**src/rtl/dds_pkg.sv**
```systemverilog
`timescale 1ns / 1ps
// ----------------------------------------------------------------------------
// dds_pkg
// Shared types, codes and widths of the depthwise deconvolution scatter block.
// ----------------------------------------------------------------------------
package dds_pkg;

	// Field widths
	localparam int ACT_W      = 2;
	localparam int WIDX_W     = 4;
	localparam int PIX_W      = 16;
	localparam int WGT_W      = 16;
	localparam int PROD_W     = 32;
	localparam int ACC_W      = 48;
	localparam int RC_W       = 7;
	localparam int DIM_W      = 6;
	localparam int CFG_IDX_W  = 2;
	localparam int CFG_DATA_W = 6;
	localparam int TAPS       = 9;
	localparam int TAP_W      = 4;

	// Default image limits
	localparam int MAX_IN_W_DEF = 32;
	localparam int MAX_IN_H_DEF = 32;

	// Action codes
	localparam logic [ACT_W-1:0] ACT_LOAD = 2'd0;
	localparam logic [ACT_W-1:0] ACT_ACC  = 2'd1;
	localparam logic [ACT_W-1:0] ACT_READ = 2'd2;

	// Configuration register indexes
	localparam logic [CFG_IDX_W-1:0] CFG_STRIDE = 2'd0;
	localparam logic [CFG_IDX_W-1:0] CFG_WIDTH  = 2'd1;
	localparam logic [CFG_IDX_W-1:0] CFG_HEIGHT = 2'd2;

	// Register reset values
	localparam logic [DIM_W-1:0] DIM_RST = 6'd32;

	// Kernel geometry
	localparam logic [TAP_W-1:0] TAP_LAST = 4'd8;
	localparam logic [1:0]       KCOL_LAST = 2'd2;

	// Saturation limits
	localparam logic signed [ACC_W-1:0] ACC_MAX = {1'b0, {(ACC_W-1){1'b1}}};
	localparam logic signed [ACC_W-1:0] ACC_MIN = {1'b1, {(ACC_W-1){1'b0}}};

	// Sequencer states
	typedef enum logic [2:0] {
		ST_CLEAR,
		ST_IDLE,
		ST_ACC,
		ST_RD_ISSUE,
		ST_RD_DATA
	} state_t;

	// Tap issued to the multiply-accumulate stage
	typedef struct packed {
		logic                    vld;
		logic signed [PIX_W-1:0] pixel;
		logic signed [WGT_W-1:0] weight;
	} tap_ctl_t;

endpackage

```
**src/rtl/dds_mac.sv**
```systemverilog
`timescale 1ns / 1ps
// ----------------------------------------------------------------------------
// dds_mac
// Tap multiply and saturating accumulate: product registered alongside the
// memory read, then added to the read data and written back.
// ----------------------------------------------------------------------------
module dds_mac #(
	parameter int AW = 13
) (
	input  logic                       clk,
	input  logic                       arst_n,
	input  dds_pkg::tap_ctl_t          tap,
	input  logic [AW-1:0]              tap_addr,
	input  logic [dds_pkg::ACC_W-1:0]  rdata,
	output logic                       wr_en,
	output logic [AW-1:0]              wr_addr,
	output logic [dds_pkg::ACC_W-1:0]  wr_data
);

	logic                                vld_s1;
	logic [AW-1:0]                       addr_s1;
	logic signed [dds_pkg::PROD_W-1:0]   prod_s1;
	logic signed [dds_pkg::ACC_W:0]      sum;

	// Track the tap in flight
	always_ff @(posedge clk or negedge arst_n) begin
		if (!arst_n) begin
			vld_s1 <= 1'b0;
		end else begin
			vld_s1 <= tap.vld;
		end
	end

	// Register product and address while the memory reads
	always_ff @(posedge clk) begin
		if (tap.vld) begin
			addr_s1 <= tap_addr;
			prod_s1 <= tap.pixel * tap.weight;
		end
	end

	// Add exactly, then clamp to the accumulator range
	always_comb begin
		sum = (dds_pkg::ACC_W + 1)'($signed(rdata)) + (dds_pkg::ACC_W + 1)'(prod_s1);
		if (sum[dds_pkg::ACC_W] != sum[dds_pkg::ACC_W-1]) begin
			wr_data = sum[dds_pkg::ACC_W] ? dds_pkg::ACC_MIN : dds_pkg::ACC_MAX;
		end else begin
			wr_data = sum[dds_pkg::ACC_W-1:0];
		end
	end

	assign wr_en   = vld_s1;
	assign wr_addr = addr_s1;

endmodule

```
**config.mk**
```make
export PLATFORM = sky130hd
export DESIGN_NAME = dds_mac
export DESIGN_NICKNAME = d
export VERILOG_FILES = /design/src/rtl/dds_pkg.sv /design/src/rtl/dds_mac.sv
export SDC_FILE = /design/constraint.sdc
export NUM_CORES = 1
export LEC_CHECK = 0
export ABC_AREA = 1
export BUFFER_PORTS_ARGS = -buffer_cell sky130_fd_sc_hd__buf_2
export CAP_MARGIN = 20
export CORE_MARGIN = 5
export CORE_UTILIZATION = 30
export DETAILED_ROUTE_END_ITERATION = 6
export HOLD_SLACK_MARGIN = 0.08
export PLACE_DENSITY_LB_ADDON = 0.25
export RECOVER_POWER = 100
export SLEW_MARGIN = 5
export SYNTH_ARGS = -nofsm -noshare
export SYNTH_HDL_FRONTEND = slang
export SYNTH_SLANG_ARGS = --single-unit
```
**constraint.sdc**
```tcl
create_clock -name clk -period 5 [get_ports clk]
set_input_delay 0.75 -clock clk [delete_from_list [all_inputs] [get_ports clk]]
set_output_delay 0.75 -clock clk [all_outputs]
set_load 0.005 [all_outputs]
```
Word level (Yosys, flattened, before mapping) --
Index checks and enable logic that the tools add are counted.
Word-level totals: bits in writable memories 0, memories kept 0, word-level logic and storage cells 8, output and inout bits 62, ROM bits 0, bits in latches 0, bits in registers 46
Operators by class: add/sub/neg operators 1, magnitude comparators 0, reductions and logical operators 0, shift operators 0, bitwise gates (word level) 0, mux-type cells 2, multipliers 1, eq/ne operators 1, divide/modulo/power cells 0
Operator list (count):
- $mux 48 | 2
- $add 48x32->49 | 1
- $mul 16x16->32 | 1
- $ne 1x1->1 | 1

Longest topological paths before layout --
Gate-level depths: netlist of run 1.
depth after elaboration 3, depth in mapped cells 25, mapped depth without buffers 23

Worst setup path after synthesis of run 1 --
Ideal clock, no wire load.
kind input -> register, start input tap[5] (netlist name), end register prod_s1[27] (netlist name), data pin, arrival time 5.789 ns, cell stages on the path 20, library setup time 0.260 ns, path slack -1.049 ns, buffers on the path 2, cell sequence clkbuf_1 > clkbuf_1 > nand2_1 > fa_1 > inv_1 > fa_1 > fa_1 > fa_1 > fa_1 > inv_1 > fa_1 > inv_1 > ha_1 > nand2_1 > nor2_1 > nor3b_1 > nand4_1 > nand3_1 > a21oi_1 > xnor2_1
Between the ends: word-level cells in the longest chain between the ends 1
RTL lines:
- from (decl) | line dds_mac.sv:12 | input dds_pkg::tap_ctl_t tap,
- $mul 16x16->32 | line dds_mac.sv:38 | prod_s1 <= tap.pixel * tap.weight;
- to (signal assigned) | line dds_mac.sv:38
- to (decl) | line dds_mac.sv:22 | logic signed [dds_pkg::PROD_W-1:0] prod_s1;
No other way between the ends. A chain may end at the register's enable or synchronous reset.

Worst setup path after layout of run 1 --
start input tap[2] (netlist name), end register prod_s1[25] (netlist name), data pin
Same word-level chain as after synthesis.

==> run metrics, run 1 <==
status=finished, violations left; failing checks=capacitance limit, slew limit, setup timing; final setup fails=21; Rows=84; simple-gate share of the synthesized area=23.0%; commonest cells in the netlist=640 x nand2_1, 553 x inv_1, 263 x fa_1; GRT Util Overall=16.9%; Top Ports=158; Core ar.=52400 µm²; async set-reset flop share out of synthesis=2.17%; largest net degree at the start of global routing=48; fin area=20500 µm²; setup ws final=-513 ps; flops & latches, synth=46; WP data required=5030 ps; Crit-path slowest cell=fa_2; crit path time final=5510 ps; maxcap violations=1; Mapped Area=15800 µm²; CTS Buf Count=5; top cell family by delay on the critical path=adder cells; post-synthesis sequential area ratio=8.70%; Mapped Avg Cell Area=7.15 µm²; die area=57400 µm²; Worst Path Buf+Inv=5; clk sinks=46; Crit. End Element=flip-flop; global-route wire length before repair=79200 µm; xor/xnor cell area share of the yosys netlist=3.77%; Tightest Hold Check Type=in2async; YS warnings=0; routed wire length=48400 µm; largest family of logic cells by synthesized area=adder cells; post-synthesis cell type count=37; count leader, synth=nand2_1; Synth Area in Compound Gates=5.52%; cells after synthesis=2211; number of flops mapped to enable cells by yosys=45; Layout Nets=3003; initial antenna violation count=0; CP max stage delay=660 ps; cell mode on critical path=fa_1; DR WL/cell=15.1 µm; vias per inst=4.51; drt drc=0; normalized max-slew margin=-63.3%; Area after DPL=18900 µm²; drt first pass iters=7; Buffers on Ports=157; worst slack at placement=-984 ps; vias=14500; Synth Flop Type=edfxtp_1; syn nets=2700; Final period util=110%; FMAX=0.181 GHz; ranking of synthesized cells by area=fa_1 33%, nand2_1 15%, inv_1 13%, ha_1 10%, edfxtp_1 8.5%; Worst-path clk slew=70 ps; top-area cell type share of the netlist area=33.3%; RSZ-0062 raised after global routing=true; grt total ovfl=0; ANT nets after route=0; Die Wd=240 µm; Worst setup SP type=input pin; CP Class=in2reg; mux cell area share after synthesis=0%; Total Neg Setup Slack=-7080 ps; number of diodes=0; initial core utilization=30.2%; Fin. Hold Viols=0; die span in y=240 µm; Area Overhead vs Synth=29.5%; Final Slew Violations=47; hold_ws=224 ps; H-Tree Depth=2; layout cell share with drive strength beyond 1=23.3%; Post-Synth Adder-Cell Area=43.6%; CP arrival=5540 ps; Root Driver=clkbuf_16; Slew @ Worst Pin=2450 ps; CTS max path bufs=2; Detail Placement HPWL=42500 µm; CTS tree=yes; largest area contributor in the netlist=fa_1; critical-path cell list=buf_12 > nand2_8 > inv_4 > fa_2 > buf_6 > fa_1 > fa_2 > fa_1 > fa_1 > inv_1 > fa_1 > inv_2 > ha_4 > nand4_1 > nor3_2 > nand4_1 > nand3_2 > a21oi_2 > xnor2_1; vias in the first global route=15500; DR iter-0 viols=648; GP Congestion=0.943; peak fanout along the critical path=8
-- layer usage --
layer,vias up,global-route usage [%],share of wire [%]
li1,7117,-,-
met1,6981,21.6,43
met2,296,31.8,51
met3,63,0.771,3.4
met4,0,3.49,1.9
met5,-,0,0
-- worst max path at each step --
| stage | depth (start not counted) | end | startpoint | slack [ps] |
|---|---|---|---|---|
| floorplan | 19 | prod_s1[27] | tap[31] | -470 |
| finish | 19 | prod_s1[25] | tap[2] | -510 |
| CTS | 20 | prod_s1[31] | tap[15] | -470 |
| detailed placement | 20 | prod_s1[31] | tap[15] | -980 |
| global route | 20 | prod_s1[27] | tap[2] | -670 |
| global placement | 20 | prod_s1[20] | tap[27] | -980 |
-- registers in the layout, indices dropped and copies added (netlist names) --
name and cells:
prod_s1 32, wr_addr 13, wr_en 1
-- layout make-up --
type,count,area (µm²)
Multi-Input combinational cell,1528,13000
Timing Repair Buffer,365,2890
Clock inverter,1,8.76
Tap cell,688,861
Fill cell,5458,32000
Clock buffer,7,153
Inverter,568,2150
Sequential cell,46,1380
-- cell usage in the layout (no fill, tap or decap), types with 19 or more instances in the layout --
cell type and n:
nand2_1 594, inv_1 505, fa_1 238, buf_4 166
nor2_1 127, ha_1 104, buf_2 91, a21oi_1 61
inv_2 57, nand3_1 51, edfxtp_1 45, clkbuf_1 38
xnor2_1 35, nand2_2 33, buf_6 33, nand4_1 30
xor2_1 27, a21oi_2 26, fa_2 25, ha_4 25
buf_12 21, o21ai_0 20, nand2_4 19
-- through the flow --
step | cells | util, %
3_3_place_gp | 3152 | 36.1
3_5_place_dp | 3152 | 36.1
4_1_cts | 3193 | 38.5
6_report | 3203 | 39.1
5_1_grt | 3203 | 39.1
2_1_floorplan | 2211 | -
-- cell families after synthesis --
family / count (synthesis)
buffers and inverters: 637
adder cells (fa/ha/maj): 393
AO/OA/AOI/OAI: 158
XOR/XNOR: 68
AND/OR/NAND/NOR: 909
flip-flops: 46
-- repair_timing --
action | in CTS | in global routing
buffers inserted | 33 | 12
hold buffers | 0 | 0
cloned | 2 | 0
endpoints found under the setup margin | 23 | 24
resized for setup | 211 | 86
pin swaps | 98 | 63
Power of run 1 is not shown: default switching activity piles up to over one toggle a cycle in this logic, so the estimate is an artifact.
==> run 2, diff against run 1 <==
==> constraint.sdc (replaced) <==
create_clock -name clk -period 4.94 [get_ports clk]
set_input_delay 0.741 -clock clk [delete_from_list [all_inputs] [get_ports clk]]
set_output_delay 0.741 -clock clk [all_outputs]
set_load 0.005 [all_outputs]
==> run 2 against run 1 <==
Compared with the run above: the run still ends with capacitance limit, slew limit, setup timing left; count of clock-buffer cells in the layout shrank 1; flip-flop and latch count is the same; first-iteration DRC count up 3.7%.
==> run metrics, run 2 (same netlist as run 1, synthesis figures left out) <==
die span in y=240 µm (unchanged); failing checks=capacitance limit, slew limit, setup timing; vias in the first global route=15600 (+0.37%); WP data required=4970 ps (-60 ps); layout cell share with drive strength beyond 1=23.3% (unchanged); CTS tree=yes; DR iter-0 viols=672 (+3.7%); Top Ports=158 (unchanged); Tightest Hold Check Type=in2async; global-route wire length before repair=78700 µm (-0.65%); post-layout util=39.1% (+0.045 points); largest net degree at the start of global routing=47 (-2.1%); crit path time final=5480 ps; number of diodes=0 (unchanged); Root Driver=clkbuf_16; final setup fails=22 (+4.8%); CP Class=in2reg; Slew @ Worst Pin=2440 ps (-13.4 ps); drt drc=0 (unchanged); setup ws final=-538 ps (-24.8 ps); ANT nets after route=0 (unchanged); hold_ws=213 ps (-10.5 ps); max FFs per register=32 (unchanged); Core ar.=52400 µm² (unchanged); Area Overhead vs Synth=29.6%; largest reg by FF count=prod_s1; status=finished, violations left; CTS max path bufs=2 (unchanged); Fin. Hold Viols=0 (unchanged); CP arrival=5510 ps (-30 ps); clk sinks=46 (unchanged); Detail Placement HPWL=42900 µm (+0.79%); initial core utilization=30.2% (unchanged); commonest non-fill, non-tap cell in the layout=nand2_1; Crit. End Element=flip-flop; vias per inst=4.52 (about the same); CTS Buf Count=5 (unchanged); drt first pass iters=5 (-2); Worst setup SP type=input pin; normalized max-slew margin=-62.4% (+0.89 points); worst slack at placement=-1070 ps (-83.6 ps); Final period util=111%; Worst-path clk slew=60 ps (about the same); RSZ-0062 raised after global routing=true; initial antenna violation count=0 (unchanged); peak fanout along the critical path=8 (unchanged); most frequent cells in the layout=592 x nand2_1, 509 x inv_1, 244 x fa_1; grt total ovfl=0 (unchanged); routed wire length=48500 µm (+0.35%); # hold bufs at CTS=0 (unchanged); GRT Util Overall=16.9% (about the same); DR WL/cell=15.2 µm (+0.35%); GP Congestion=0.934 (-1.0%); Buffers on Ports=157 (unchanged); Die Wd=240 µm (unchanged); Rows=84 (unchanged); maxcap violations=1 (unchanged); Layout Nets=3003 (unchanged); vias=14500 (+0.083%); FMAX=0.183 GHz; Final Slew Violations=47 (unchanged); die area=57400 µm² (unchanged); H-Tree Depth=2 (unchanged)
[run 2: timing repair]
item / CTS / global route
setup endpoints to repair: 24 / 24
resized for setup: 179 / 119
cloned: 0 / 1
endpoints found under the hold margin: 0 / 0
pin swaps: 95 / 78
setup buffers: 33 / 17
[run 2: final cells by class]
cell class	instances	area, µm²
clock buffers	6	129
clock inverters	2	37.5
fillers	5508	31900
inverters	568	2150
multi-input cells	1528	13100
flip-flops and latches	46	1380
well taps	688	861
repair buffers	365	2890
[run 2: critical path, stage by stage]
cell and delay, ps:
buf_12 120, nand2_4 70, inv_2 40, fa_2 680
fa_1 470, fa_1 560, fa_1 430, fa_1 530
inv_2 50, fa_1 520, inv_2 50, ha_4 290
nand4_1 180, nor3_2 260, nand4_1 180, nand3_2 140
a21oi_2 70, xnor2_1 120
[run 2: per-layer routing]
| layer | GRT usage (%) | part of all wire, % |
|---|---|---|
| met4 | 5.15 | 3.1 |
| met3 | 1.04 | 3.6 |
| met1 | 21.3 | 43 |
| met2 | 31.1 | 50 |
| met5 | 0 | 0 |
[run 2: how the worst max path moves through the flow]
stage	startpoint	end	slack (ps)	depth (start not counted)
global placement	tap[31]	prod_s1[29]	-980	17
CTS	tap[7]	prod_s1[28]	-550	23
finish	tap[2]	prod_s1[25]	-540	18
global route	tap[2]	prod_s1[31]	-710	18
floorplan	tap[31]	prod_s1[27]	-520	19
detailed placement	tap[15]	prod_s1[31]	-1070	20
[run 2: metrics by stage]
stage	area [µm²]	setup TNS [ps]	instances
after CTS	20000	-7920	3189
after detailed placement	19000	-19550	3152
after global placement	19000	-18590	3152
after global routing	20500	-12740	3203
after floorplan	16800	-8030	2211
final	20500	-8020	3203
Power of run 2 is left out for the same reason.
