### config.mk
export PLATFORM = sky130hd
export DESIGN_NAME = dds_ctrl_flat
export DESIGN_NICKNAME = d
export VERILOG_FILES = /design/src/rtl/dds_pkg.sv /design/src/rtl/dds_if.sv /design/src/rtl/dds_ctrl.sv /design/src/flat_wrapper.sv
export SDC_FILE = /design/constraint.sdc
export NUM_CORES = 1
export LEC_CHECK = 0
export BUFFER_PORTS_ARGS = -buffer_cell sky130_fd_sc_hd__buf_2
export CORE_UTILIZATION = 62
export CTS_CLUSTER_DIAMETER = 50
export DETAILED_ROUTE_END_ITERATION = 12
export PLACE_DENSITY = 0.86
export SLEW_MARGIN = 15
export SYNTH_ARGS = -nofsm -noshare
export SYNTH_HDL_FRONTEND = slang
export SYNTH_SLANG_ARGS = --single-unit
### constraint.sdc
create_clock -name clk -period 7.5 [get_ports clk]
set_clock_uncertainty 0.1 [all_clocks]
set_input_delay 0.375 -clock clk [delete_from_list [all_inputs] [get_ports clk]]
set_output_delay 0.375 -clock clk [all_outputs]
set_load 0.1 [all_outputs]
### src/rtl/dds_pkg.sv
`timescale 1ns / 1ps
// ----------------------------------------------------------------------------
// dds_pkg
// Shared types, codes and widths of the depthwise deconvolution scatter block.
// ----------------------------------------------------------------------------
package dds_pkg;

	// Field widths
	localparam int ACT_W      = 2;
	localparam int WIDX_W     = 4;
	localparam int PIX_W      = 16;
	localparam int WGT_W      = 16;
	localparam int PROD_W     = 32;
	localparam int ACC_W      = 48;
	localparam int RC_W       = 7;
	localparam int DIM_W      = 6;
	localparam int CFG_IDX_W  = 2;
	localparam int CFG_DATA_W = 6;
	localparam int TAPS       = 9;
	localparam int TAP_W      = 4;

	// Default image limits
	localparam int MAX_IN_W_DEF = 32;
	localparam int MAX_IN_H_DEF = 32;

	// Action codes
	localparam logic [ACT_W-1:0] ACT_LOAD = 2'd0;
	localparam logic [ACT_W-1:0] ACT_ACC  = 2'd1;
	localparam logic [ACT_W-1:0] ACT_READ = 2'd2;

	// Configuration register indexes
	localparam logic [CFG_IDX_W-1:0] CFG_STRIDE = 2'd0;
	localparam logic [CFG_IDX_W-1:0] CFG_WIDTH  = 2'd1;
	localparam logic [CFG_IDX_W-1:0] CFG_HEIGHT = 2'd2;

	// Register reset values
	localparam logic [DIM_W-1:0] DIM_RST = 6'd32;

	// Kernel geometry
	localparam logic [TAP_W-1:0] TAP_LAST = 4'd8;
	localparam logic [1:0]       KCOL_LAST = 2'd2;

	// Saturation limits
	localparam logic signed [ACC_W-1:0] ACC_MAX = {1'b0, {(ACC_W-1){1'b1}}};
	localparam logic signed [ACC_W-1:0] ACC_MIN = {1'b1, {(ACC_W-1){1'b0}}};

	// Sequencer states
	typedef enum logic [2:0] {
		ST_CLEAR,
		ST_IDLE,
		ST_ACC,
		ST_RD_ISSUE,
		ST_RD_DATA
	} state_t;

	// Tap issued to the multiply-accumulate stage
	typedef struct packed {
		logic                    vld;
		logic signed [PIX_W-1:0] pixel;
		logic signed [WGT_W-1:0] weight;
	} tap_ctl_t;

endpackage

### src/rtl/dds_if.sv
`timescale 1ns / 1ps
// ----------------------------------------------------------------------------
// dds_if
// Valid/ready channels of the scatter block: request, response, configuration.
// ----------------------------------------------------------------------------

// Request channel: weight load, pixel accumulate, read and clear
interface dds_req_if;
	logic                                   valid;
	logic                                   ready;
	logic        [dds_pkg::ACT_W-1:0]       action;
	logic        [dds_pkg::WIDX_W-1:0]      weight_index;
	logic signed [dds_pkg::WGT_W-1:0]       weight_value;
	logic signed [dds_pkg::PIX_W-1:0]       pixel_value;
	logic        [dds_pkg::RC_W-1:0]        read_row;
	logic        [dds_pkg::RC_W-1:0]        read_col;

	modport source (output valid, action, weight_index, weight_value, pixel_value,
		read_row, read_col, input ready);
	modport sink (input valid, action, weight_index, weight_value, pixel_value,
		read_row, read_col, output ready);
endinterface

// Response channel: one beat per read
interface dds_rsp_if;
	logic                              valid;
	logic                              ready;
	logic signed [dds_pkg::ACC_W-1:0]  out_value;
	logic                              range_error;

	modport source (output valid, out_value, range_error, input ready);
	modport sink (input valid, out_value, range_error, output ready);
endinterface

// Configuration write channel
interface dds_cfg_if;
	logic                               valid;
	logic                               ready;
	logic [dds_pkg::CFG_IDX_W-1:0]      index;
	logic [dds_pkg::CFG_DATA_W-1:0]     data;

	modport source (output valid, index, data, input ready);
	modport sink (input valid, index, data, output ready);
endinterface

### src/rtl/dds_ctrl.sv
`timescale 1ns / 1ps
// ----------------------------------------------------------------------------
// dds_ctrl
// Sequencer: configuration, kernel weights, raster position, tap issue,
// read-and-clear, output register and the clearing pass after reset.
// ----------------------------------------------------------------------------
module dds_ctrl #(
	parameter int MAX_IN_W = dds_pkg::MAX_IN_W_DEF,
	parameter int MAX_IN_H = dds_pkg::MAX_IN_H_DEF,
	localparam int OUT_MAX_W = (MAX_IN_W - 1) * 2 + 3,
	localparam int OUT_MAX_H = (MAX_IN_H - 1) * 2 + 3,
	localparam int DEPTH     = OUT_MAX_W * OUT_MAX_H,
	localparam int AW        = (DEPTH > 1) ? $clog2(DEPTH) : 1
) (
	input  logic                       clk,
	input  logic                       arst_n,
	dds_cfg_if.sink                    cfg,
	dds_req_if.sink                    req,
	dds_rsp_if.source                  rsp,
	input  logic                       mac_busy,
	output dds_pkg::tap_ctl_t          tap,
	output logic                       ram_re,
	output logic [AW-1:0]              ram_raddr,
	input  logic [dds_pkg::ACC_W-1:0]  ram_rdata,
	output logic                       ram_we,
	output logic [AW-1:0]              ram_waddr
);

	// Position and size widths
	localparam int PCW = (MAX_IN_W > 1) ? $clog2(MAX_IN_W) : 1;
	localparam int PRW = (MAX_IN_H > 1) ? $clog2(MAX_IN_H) : 1;
	localparam int SWW = $clog2(MAX_IN_W + 1);
	localparam int SHW = $clog2(MAX_IN_H + 1);
	localparam int CWW = (SWW > dds_pkg::DIM_W) ? SWW : dds_pkg::DIM_W;
	localparam int CHW = (SHW > dds_pkg::DIM_W) ? SHW : dds_pkg::DIM_W;
	localparam int OCW = $clog2(OUT_MAX_W);
	localparam int ORW = $clog2(OUT_MAX_H);
	localparam int OWW = $clog2(OUT_MAX_W + 1);
	localparam int OHW = $clog2(OUT_MAX_H + 1);
	localparam int RCW = (OWW > dds_pkg::RC_W) ? OWW : dds_pkg::RC_W;
	localparam int RRW = (OHW > dds_pkg::RC_W) ? OHW : dds_pkg::RC_W;

	dds_pkg::state_t state_q, state_d;

	// Configuration registers
	logic                          stride_q;
	logic [dds_pkg::DIM_W-1:0]     cfg_w_q;
	logic [dds_pkg::DIM_W-1:0]     cfg_h_q;

	logic signed [dds_pkg::WGT_W-1:0] weight_q [dds_pkg::TAPS];

	// Raster position of the next pixel
	logic [PCW-1:0] pcol_q;
	logic [PRW-1:0] prow_q;

	// Current pixel and tap counters
	logic [PCW-1:0]                   base_c_q;
	logic [PRW-1:0]                   base_r_q;
	logic signed [dds_pkg::PIX_W-1:0] pixel_q;
	logic [dds_pkg::TAP_W-1:0]        tap_q;
	logic [1:0]                       tr_q;
	logic [1:0]                       tc_q;

	// Read request
	logic [AW-1:0] rd_addr_q;
	logic          rd_err_q;

	logic [AW-1:0] clr_q;

	// Output register
	logic                             out_vld_q;
	logic signed [dds_pkg::ACC_W-1:0] out_value_q;
	logic                             out_err_q;

	logic           accept;
	logic           cfg_hit;
	logic           out_load;
	logic [SWW-1:0] eff_w;
	logic [SHW-1:0] eff_h;
	logic [OWW-1:0] ow;
	logic [OHW-1:0] oh;
	logic           rd_oob;
	logic           pos_out;
	logic           col_end;
	logic           row_end;
	logic [PCW-1:0] cur_c;
	logic [PRW-1:0] cur_r;
	logic [PCW-1:0] nxt_c;
	logic [PRW-1:0] nxt_r;
	logic [OCW-1:0] ocol;
	logic [ORW-1:0] orow;
	logic [AW-1:0]  tap_addr;
	logic [AW-1:0]  req_addr;

	assign accept  = req.valid && req.ready;
	assign cfg_hit = cfg.valid && cfg.ready && (cfg.index == dds_pkg::CFG_STRIDE ||
		cfg.index == dds_pkg::CFG_WIDTH || cfg.index == dds_pkg::CFG_HEIGHT);
	assign cfg.ready = 1'b1;

	// Clamp the image size to 1..max
	always_comb begin
		if (cfg_w_q == '0) begin
			eff_w = SWW'(1);
		end else if (CWW'(cfg_w_q) > CWW'(MAX_IN_W)) begin
			eff_w = SWW'(MAX_IN_W);
		end else begin
			eff_w = SWW'(cfg_w_q);
		end
		if (cfg_h_q == '0) begin
			eff_h = SHW'(1);
		end else if (CHW'(cfg_h_q) > CHW'(MAX_IN_H)) begin
			eff_h = SHW'(MAX_IN_H);
		end else begin
			eff_h = SHW'(cfg_h_q);
		end
	end

	// Output size and range check of a read
	always_comb begin
		ow       = ((OWW'(eff_w) - OWW'(1)) << stride_q) + OWW'(3);
		oh       = ((OHW'(eff_h) - OHW'(1)) << stride_q) + OHW'(3);
		rd_oob   = (RRW'(req.read_row) >= RRW'(oh)) || (RCW'(req.read_col) >= RCW'(ow));
		req_addr = AW'(req.read_row) * AW'(OUT_MAX_W) + AW'(req.read_col);
	end

	// Step the raster position past the accepted pixel
	always_comb begin
		pos_out = (SWW'(pcol_q) >= eff_w) || (SHW'(prow_q) >= eff_h);
		cur_c   = pos_out ? '0 : pcol_q;
		cur_r   = pos_out ? '0 : prow_q;
		col_end = (SWW'(cur_c) + SWW'(1)) >= eff_w;
		row_end = (SHW'(cur_r) + SHW'(1)) >= eff_h;
		nxt_c   = col_end ? '0 : cur_c + PCW'(1);
		if (col_end) begin
			nxt_r = row_end ? '0 : cur_r + PRW'(1);
		end else begin
			nxt_r = cur_r;
		end
	end

	// Address of the current tap
	always_comb begin
		orow     = (ORW'(base_r_q) << stride_q) + ORW'(tr_q);
		ocol     = (OCW'(base_c_q) << stride_q) + OCW'(tc_q);
		tap_addr = AW'(orow) * AW'(OUT_MAX_W) + AW'(ocol);
	end

	// Next state
	always_comb begin
		state_d = state_q;
		unique case (state_q)
			dds_pkg::ST_CLEAR: begin
				if (clr_q == AW'(DEPTH - 1)) begin
					state_d = dds_pkg::ST_IDLE;
				end
			end
			dds_pkg::ST_IDLE: begin
				if (accept && req.action == dds_pkg::ACT_ACC) begin
					state_d = dds_pkg::ST_ACC;
				end else if (accept && req.action == dds_pkg::ACT_READ) begin
					state_d = dds_pkg::ST_RD_ISSUE;
				end
			end
			dds_pkg::ST_ACC: begin
				if (tap_q == dds_pkg::TAP_LAST) begin
					state_d = dds_pkg::ST_IDLE;
				end
			end
			dds_pkg::ST_RD_ISSUE: begin
				state_d = dds_pkg::ST_RD_DATA;
			end
			dds_pkg::ST_RD_DATA: begin
				if (!out_vld_q || rsp.ready) begin
					state_d = dds_pkg::ST_IDLE;
				end
			end
			default: begin
				state_d = dds_pkg::ST_IDLE;
			end
		endcase
	end

	// Outputs per state
	always_comb begin
		req.ready  = 1'b0;
		ram_re     = 1'b0;
		ram_raddr  = tap_addr;
		ram_we     = 1'b0;
		ram_waddr  = rd_addr_q;
		tap.vld    = 1'b0;
		tap.pixel  = pixel_q;
		tap.weight = weight_q[tap_q];
		out_load   = 1'b0;
		unique case (state_q)
			dds_pkg::ST_CLEAR: begin
				ram_we    = 1'b1;
				ram_waddr = clr_q;
			end
			dds_pkg::ST_IDLE: begin
				req.ready = !mac_busy;
			end
			dds_pkg::ST_ACC: begin
				ram_re  = 1'b1;
				tap.vld = 1'b1;
			end
			dds_pkg::ST_RD_ISSUE: begin
				ram_re    = !rd_err_q;
				ram_raddr = rd_addr_q;
			end
			dds_pkg::ST_RD_DATA: begin
				out_load = !out_vld_q || rsp.ready;
				ram_we   = out_load && !rd_err_q;
			end
			default: begin
				req.ready = 1'b0;
			end
		endcase
	end

	// Control state
	always_ff @(posedge clk or negedge arst_n) begin
		if (!arst_n) begin
			state_q   <= dds_pkg::ST_CLEAR;
			clr_q     <= '0;
			stride_q  <= 1'b0;
			cfg_w_q   <= dds_pkg::DIM_RST;
			cfg_h_q   <= dds_pkg::DIM_RST;
			pcol_q    <= '0;
			prow_q    <= '0;
			tap_q     <= '0;
			tr_q      <= '0;
			tc_q      <= '0;
			out_vld_q <= 1'b0;
			for (int i = 0; i < dds_pkg::TAPS; i++) begin
				weight_q[i] <= '0;
			end
		end else begin
			state_q <= state_d;

			// Sweep the accumulator memory after reset
			if (state_q == dds_pkg::ST_CLEAR) begin
				clr_q <= clr_q + AW'(1);
			end

			// Take configuration writes; a write to a real register restarts the raster
			if (cfg.valid && cfg.ready) begin
				unique case (cfg.index)
					dds_pkg::CFG_STRIDE: stride_q <= cfg.data[0];
					dds_pkg::CFG_WIDTH:  cfg_w_q  <= cfg.data;
					dds_pkg::CFG_HEIGHT: cfg_h_q  <= cfg.data;
					default: ;
				endcase
			end

			if (cfg_hit) begin
				pcol_q <= '0;
				prow_q <= '0;
			end else if (accept && req.action == dds_pkg::ACT_ACC) begin
				pcol_q <= nxt_c;
				prow_q <= nxt_r;
			end

			// Load a weight, drop bad indexes
			if (accept && req.action == dds_pkg::ACT_LOAD &&
				req.weight_index < dds_pkg::WIDX_W'(dds_pkg::TAPS)) begin
				weight_q[req.weight_index] <= req.weight_value;
			end

			// Advance the tap counters
			if (accept) begin
				tap_q <= '0;
				tr_q  <= '0;
				tc_q  <= '0;
			end else if (state_q == dds_pkg::ST_ACC) begin
				tap_q <= tap_q + dds_pkg::TAP_W'(1);
				if (tc_q == dds_pkg::KCOL_LAST) begin
					tc_q <= '0;
					tr_q <= tr_q + 2'd1;
				end else begin
					tc_q <= tc_q + 2'd1;
				end
			end

			// Hold the result until taken
			if (out_load) begin
				out_vld_q <= 1'b1;
			end else if (rsp.ready) begin
				out_vld_q <= 1'b0;
			end
		end
	end

	// Payload of the accepted item
	always_ff @(posedge clk) begin
		if (accept) begin
			base_c_q  <= cur_c;
			base_r_q  <= cur_r;
			pixel_q   <= req.pixel_value;
			rd_addr_q <= req_addr;
			rd_err_q  <= rd_oob;
		end
		if (out_load) begin
			out_value_q <= rd_err_q ? '0 : $signed(ram_rdata);
			out_err_q   <= rd_err_q;
		end
	end

	assign rsp.valid       = out_vld_q;
	assign rsp.out_value   = out_value_q;
	assign rsp.range_error = out_err_q;

endmodule

### src/flat_wrapper.sv
// flat-port wrapper written by rule: the top's interface ports become plain ports
module dds_ctrl_flat 
#(
	parameter int MAX_IN_W = dds_pkg::MAX_IN_W_DEF,
	parameter int MAX_IN_H = dds_pkg::MAX_IN_H_DEF,
	localparam int OUT_MAX_W = (MAX_IN_W - 1) * 2 + 3,
	localparam int OUT_MAX_H = (MAX_IN_H - 1) * 2 + 3,
	localparam int DEPTH     = OUT_MAX_W * OUT_MAX_H,
	localparam int AW        = (DEPTH > 1) ? $clog2(DEPTH) : 1
)
  (clk, arst_n, mac_busy, tap, ram_re, ram_raddr, ram_rdata, ram_we, ram_waddr, cfg_valid, cfg_index, cfg_data, cfg_ready, req_valid, req_action, req_weight_index, req_weight_value, req_pixel_value, req_read_row, req_read_col, req_ready, rsp_valid, rsp_out_value, rsp_range_error, rsp_ready);
  dds_cfg_if cfg_i ();
  dds_req_if req_i ();
  dds_rsp_if rsp_i ();
  input  logic clk;
  input  logic arst_n;
  input  logic mac_busy;
  output dds_pkg::tap_ctl_t tap;
  output logic ram_re;
  output logic [AW-1:0] ram_raddr;
  input  logic [dds_pkg::ACC_W-1:0] ram_rdata;
  output logic ram_we;
  output logic [AW-1:0] ram_waddr;
  input wire logic [$bits(cfg_i.valid)-1:0] cfg_valid;
  input wire logic [$bits(cfg_i.index)-1:0] cfg_index;
  input wire logic [$bits(cfg_i.data)-1:0] cfg_data;
  output wire logic [$bits(cfg_i.ready)-1:0] cfg_ready;
  input wire logic [$bits(req_i.valid)-1:0] req_valid;
  input wire logic [$bits(req_i.action)-1:0] req_action;
  input wire logic [$bits(req_i.weight_index)-1:0] req_weight_index;
  input wire logic [$bits(req_i.weight_value)-1:0] req_weight_value;
  input wire logic [$bits(req_i.pixel_value)-1:0] req_pixel_value;
  input wire logic [$bits(req_i.read_row)-1:0] req_read_row;
  input wire logic [$bits(req_i.read_col)-1:0] req_read_col;
  output wire logic [$bits(req_i.ready)-1:0] req_ready;
  output wire logic [$bits(rsp_i.valid)-1:0] rsp_valid;
  output wire logic [$bits(rsp_i.out_value)-1:0] rsp_out_value;
  output wire logic [$bits(rsp_i.range_error)-1:0] rsp_range_error;
  input wire logic [$bits(rsp_i.ready)-1:0] rsp_ready;
  assign cfg_i.valid = cfg_valid;
  assign cfg_i.index = cfg_index;
  assign cfg_i.data = cfg_data;
  assign cfg_ready = cfg_i.ready;
  assign req_i.valid = req_valid;
  assign req_i.action = req_action;
  assign req_i.weight_index = req_weight_index;
  assign req_i.weight_value = req_weight_value;
  assign req_i.pixel_value = req_pixel_value;
  assign req_i.read_row = req_read_row;
  assign req_i.read_col = req_read_col;
  assign req_ready = req_i.ready;
  assign rsp_valid = rsp_i.valid;
  assign rsp_out_value = rsp_i.out_value;
  assign rsp_range_error = rsp_i.range_error;
  assign rsp_i.ready = rsp_ready;
  dds_ctrl #(.MAX_IN_W(MAX_IN_W), .MAX_IN_H(MAX_IN_H)) u_core (.clk(clk), .arst_n(arst_n), .cfg(cfg_i), .req(req_i), .rsp(rsp_i), .mac_busy(mac_busy), .tap(tap), .ram_re(ram_re), .ram_raddr(ram_raddr), .ram_rdata(ram_rdata), .ram_we(ram_we), .ram_waddr(ram_waddr));
endmodule
# == Word-level counts from Yosys, hierarchy flattened ==
# Cells that the tools add are included.
# totals
out_inout_bits,113
reg_bits,281
# classes
eq_ne,15
add_sub_neg,16
shift,4
n_lt_le_gt_ge,12
reduce_logical,30
n_mul,2
n_bitwise,2
mux,42
# ops
op,n
bitwise mux 144 bit,1
binary-select mux 16 bit (select 4 bit),1
demux 16 bit (select 4 bit),1
2-to-1 mux 16 bit,3
2-to-1 mux 5 bit,9
adder 13 x 7 -> 13 bit,2
multiplier 7 x 7 -> 13 bit (second input constant),2
2-to-1 mux 13 bit,2
2-to-1 mux 6 bit,4
2-to-1 mux 3 bit,5
one-hot mux 3 bit (5 select lines),1
adder 7 x 2 -> 7 bit,2
adder 7 x 2 -> 7 bit (second input constant),2
greater-or-equal comparator 7 bit,2
<< shifter 5 x 1 -> 7 bit,2
<< shifter 7 x 1 -> 7 bit,2
subtractor 6 x 1 -> 7 bit (second input constant),2
adder 13 x 1 -> 13 bit (second input constant),1
== test 13 bit (second input constant),1
adder 5 x 1 -> 6 bit (second input constant),2
greater-or-equal comparator 5 x 6 -> 1 bit,2
greater-or-equal comparator 6 bit,2
> comparator 6 bit (second input constant),2
zero test 6 bit,2
27 further kinds,68

# == Longest topological paths before layout ==
# depth
ltp_word,12
mapped_depth,21
depth_no_buf,19

# == Least setup slack after synthesis ==
# Ideal clock, no wire load.
# synth_path
path_kind,reg2out
from,reg u_core.stride_q
to,out ram_raddr[11]
path_buffers,3
slack_ns,1.287
path_stages_with_launch,19
required_ns,7.025
t_arrival_ns,5.738
path_cell_list,dfrtp_1 > buf_1 > clkbuf_1 > clkbuf_1 > mux2_2 > fa_1 > nand3_1 > nor2_1 > ha_1 > ha_1 > inv_1 > fa_1 > inv_1 > ha_1 > or3_1 > o21ai_0 > nand3b_1 > xor2_1 > a21oi_1
# synth_between
elab_chain_cells,5
elab_cells_between_ends,7
classes_between,add/sub (3); mul (1); shift (2); mux (1)
# synth_lines
element,line_no,text
from (decl),dds_ctrl.sv:46,logic stride_q;
from (signal assigned),dds_ctrl.sv:248,dds_pkg::CFG_STRIDE: stride_q <= cfg.data[0];
<< shifter 5 x 1 -> 7 bit,dds_ctrl.sv:143,orow = (ORW'(base_r_q) << stride_q) + ORW'(tr_q);
adder 7 x 2 -> 7 bit,dds_ctrl.sv:143,
multiplier 7 x 7 -> 13 bit,dds_ctrl.sv:145,tap_addr = AW'(orow) * AW'(OUT_MAX_W) + AW'(ocol);
adder 13 x 7 -> 13 bit (*),dds_ctrl.sv:145,
2-to-1 mux 13 bit (*),dds_ctrl.sv:194,unique case (state_q)
to (decl),flat_wrapper.sv:20,output logic [AW-1:0] ram_raddr;
# Mark *: on every way between the ends. The rest lies on a longest branch, timed or not.

# == Worst setup path after layout ==
# layout_path
from,reg u_core.stride_q
to,out ram_raddr[8]
# Same word-level chain as after synthesis.

==> key figures <==
Run status
  – Status: complete, no violations

Synth
  – Post-Synth Adder-Cell Area: 0.0847
  – Mapped Nets: 1379
  – Cell count after synthesis: roughly 1200
  – Seq cells post-synth: 281
  – Post-synthesis mux area share: 0.199
  – Asr flop ratio synth: 0.683
  – Synth Area in Simple Gates: 0.105
  – Synthesized cell area: between 0.015 and 0.02 sq mm
  – Number of flops mapped to enable cells by yosys: between 80 and 90
  – Post-synthesis area per instance: approximately 13 sq um
  – Largest family of logic cells by synthesized area: multiplexers
  – Synth warn: 0
  – Count of unique library cells instantiated by Yosys: just under 80
  – Register area share after synthesis: 0.498
  – Synth Flop Type: dfrtp_1
  – Synth Area in Compound Gates: 0.0603
  – Area share of xor/xnor cells in the synthesized design: 0.0304

Final layout
  – Final instance area: around 0.018 sq mm
  – Share of cells above drive strength 1: 0.355
  – Fin util: 0.762
  – # diodes: 0
  – Area of the multi-input gates: just over 0.007 sq mm
  – Final instance count without filler cells: ~1800
  – Final #Nets: about 1600
  – Storage cell area: 0.00748 sq mm
  – Filler cell count: between 1000 and 1500
  – Syn-to-layout area delta: 19.9%

Detailed routing
  – Post-Route WL: between 30000 and 40000 microns
  – Initial DRC Count: 640
  – Final ANT Viol Nets: 0
  – Drt wl/cell: between 15 and 20 microns
  – Drc violations: 0
  – Total number of vias: around 10000
  – DRT Pass-1 Iters: 4
  – Mean number of vias per cell: approximately 5.9

Setup path
  – Worst setup SP type: flop
  – Worst path required time: around 7000 ps
  – Reg2Reg Setup Slack: around 1800 ps
  – Critical Path End Type: primary output
  – Worst R2R End: u_core.pcol_q[4]$_DFFE_PN0P_
  – Critical Path AT: 5190 ps
  – Class of the most critical setup path: flop to primary output
  – Cells on worst reg2reg path: 19
  – Worst flop-to-flop path startpoint: u_core.cfg_h_q[3]$_DFFE_PN0P_
  – Critical path fanouts, max: 14

Min path
  – HP Start: ram_rdata[12]
  – Hold Path Sink: u_core.rsp.out_value[12]$_SDFFCE_PP0P_
  – Hold Crit Depth: 2
  – Worst hold path type: input pin to flop

Pwr
  – VDD IR max: approximately 0.00063 V
  – Pleak: approximately 8.4 nW
  – Power density cells: 334 mW/mm^2
  – Pwr Total: roughly 6 mW

Place
  – Detail Placement HPWL: 23200 microns
  – Placer Congestion: 0.926
  – Placed Instances: roughly 1700
  – IO Port Bufs: approximately 230
  – DP Area: between 0.015 and 0.02 sq mm

CTS
  – H-tree depth: 1
  – Clk_lat worst skew: 560 ps
  – Clk buf depth: 3
  – PostCTS Resize Cnt: 0
  – Root Buffer: clkbuf_16
  – Num CTS Buffers: 31
  – Clk slew on worst S/H paths: about 60 ps
  – CTS tree: yes
  – Clk sinks: around 280

Global route
  – Total gr overflow: 0
  – GRT Overall Usage: 0.291
  – First-pass GRT wire length: between 50000 and 60000 microns
  – Initial antenna violation count: 1
  – Vias in the first global route: between 10000 and 15000
  – Largest net degree at the start of global routing: between 100 and 150

Die
  – Core Box Area: between 0.02 and 0.025 sq mm
  – Row Count: 56
  – I/O Pins: ~230
  – Die ar.: about 0.025 sq mm
  – Die Span X: ~160 microns
  – Initial Utilization: 0.635
  – Die height: approximately 160 microns

STA
  – Unrepaired setup endpoints after global routing: false
  – Final hold violations: 0
  – Max-slew headroom: 0.213
  – Final Max Slew Viols: 0
  – Final min period: approximately 5700 ps
  – Setup TNS: 0 ps
  – Worst Tran Pin Value: roughly 1200 ps
  – F_max: between 150 and 200 MHz
  – # setup viols final: 0
  – Fin crit share: 0.756

Flow run
  – MaxCap Viol Count: 0
-- cell type report --
class,count,area share
multi-input cells,809,0.401
flip-flops and latches,281,0.416
clock buffers,39,0.0461
well taps,319,0.0222
repair buffers,282,0.0936
inverters,31,0.00647
clock inverters,19,0.0150
-- what timing repair did --
item / CTS / global route
hold buffers: 48 / 0
buffers inserted: 0 / 0
hold endpoints to repair: 162 / 0
-- cells in the mapped netlist, types with 4 or more instances --
master | number | share of area
and2_1 | 8 | 0.0033
nand2_1 | 63 | 0.016
fa_1 | 6 | 0.0080
ha_1 | 92 | 0.077
nand2b_1 | 13 | 0.0054
o22ai_1 | 4 | 0.0017
a21oi_1 | 39 | 0.013
nor2_1 | 47 | 0.012
nand3b_1 | 5 | 0.0025
xnor2_1 | 31 | 0.018
nor3_1 | 20 | 0.0067
o211ai_1 | 4 | 0.0020
dfrtp_1 | 190 | 0.32
mux4_2 | 33 | 0.050
clkbuf_1 | 27 | 0.0068
inv_1 | 30 | 0.0075
nand3_1 | 25 | 0.0083
xor2_1 | 21 | 0.012
mux2_2 | 175 | 0.13
o21a_1 | 8 | 0.0040
nor4b_1 | 4 | 0.0023
a31oi_1 | 5 | 0.0021
a21o_1 | 12 | 0.0060
edfxtp_1 | 89 | 0.18
buf_4 | 5 | 0.0025
buf_2 | 9 | 0.0030
nand4_1 | 8 | 0.0033
mux2i_1 | 25 | 0.017
a211oi_1 | 5 | 0.0025
o21ai_0 | 36 | 0.012
nor2b_1 | 58 | 0.024
-- worst max-delay path, stage by stage, from the launching register on --
cell and delay [ps]:
dfrtp_1 700, mux2_2 430, ha_1 270, a21oi_1 140, nor2_1 90, xnor2_1 480
ha_1 340, ha_1 330, fa_1 480, a21oi_1 210, o21ai_0 170, o21ai_0 170
nand2b_1 90, xnor2_1 120, a21oi_1 150, buf_2 460
-- worst max-delay path by stage --
stage | slack [ps] | from | depth (start not counted) | endpoint
2_1_floorplan | 1290 | u_core.stride_q$_DFFE_PN0P_ | 18 | ram_raddr[11]
3_3_place_gp | 2260 | u_core.cfg_w_q[5]$_DFFE_PN1P_ | 19 | u_core.pcol_q[4]$_DFFE_PN0P_
3_5_place_dp | 1940 | u_core.cfg_h_q[3]$_DFFE_PN0P_ | 19 | u_core.pcol_q[4]$_DFFE_PN0P_
4_1_cts | 1820 | u_core.stride_q$_DFFE_PN0P_ | 15 | ram_raddr[10]
5_1_grt | 1360 | u_core.cfg_h_q[1]$_DFFE_PN0P_ | 19 | u_core.pcol_q[4]$_DFFE_PN0P_
6_report | 1830 | u_core.stride_q$_DFFE_PN0P_ | 15 | ram_raddr[8]
-- cells by family after synthesis --
group / count (synthesis)
muxes: 235
AOI/OAI and AO/OA: 142
xor gates and xnor gates: 52
buffers and inverters: 77
adders and majority gates: 98
other: 1
and+or+nand+nor: 281
DFF: 281
-- state kept, by name, indices dropped and copies added (netlist names), 2 cells and up --
register / count
u_core.base_c_q: 5
u_core.base_r_q: 5
u_core.cfg_h_q: 6
u_core.cfg_w_q: 6
u_core.clr_q: 13
u_core.pcol_q: 5
u_core.pixel_q: 16
u_core.prow_q: 5
u_core.rd_addr_q: 13
u_core.rsp.out_value: 48
u_core.state_q: 3
u_core.tap_q: 4
u_core.tc_q: 2
u_core.tr_q: 2
u_core.weight_q: 144
-- routing by layer --
layer | vias up | track usage | routed length (microns)
li1 | 4815 | - | -
met1 | 5196 | 0.378 | 14600
met2 | 390 | 0.505 | 17600
met3 | 72 | 0.0446 | 2140
met4 | 2 | 0.0869 | 906
met5 | - | 0 | 12
-- report_power, final --
group | internal [mW] | leakage [nW] | switching [mW] | total, mW
Clock | 0.969 | 0.540 | 0.634 | 1.60
Combinational | 0.695 | 4.43 | 1.84 | 2.54
Sequential | 1.73 | 3.43 | 0.128 | 1.86
-- per-stage QoR --
step	hold slack, ps	setup WS [ps]
final	12.9	1830
after global routing	7.45	1360
after CTS	0.840	1820
after detailed placement	388	1940
after global placement	371	2260
after floorplan	-20.6	1290
-- cells in the final DEF (no fill, tap or decap), drive strengths merged, types with 5 or more instances in the layout --
cell type    count
buf            233
dfrtp          190
mux2           177
ha              92
edfxtp          89
nand2           65
nor2b           58
dlygate4sd3     48
nor2            48
clkbuf          40
a21oi           39
o21ai           36
inv             34
mux4            33
xnor2           31
mux2i           25
nand3           25
xor2            21
nor3            21
nand2b          14
a21o            12
and2            10
clkinv          10
nand4            9
o21a             8
nand3b           7
fa               6
a211oi           5
a31oi            5
bufinv           5
nor4b            5
No activity file was read; power rests on OpenSTA's default activity.
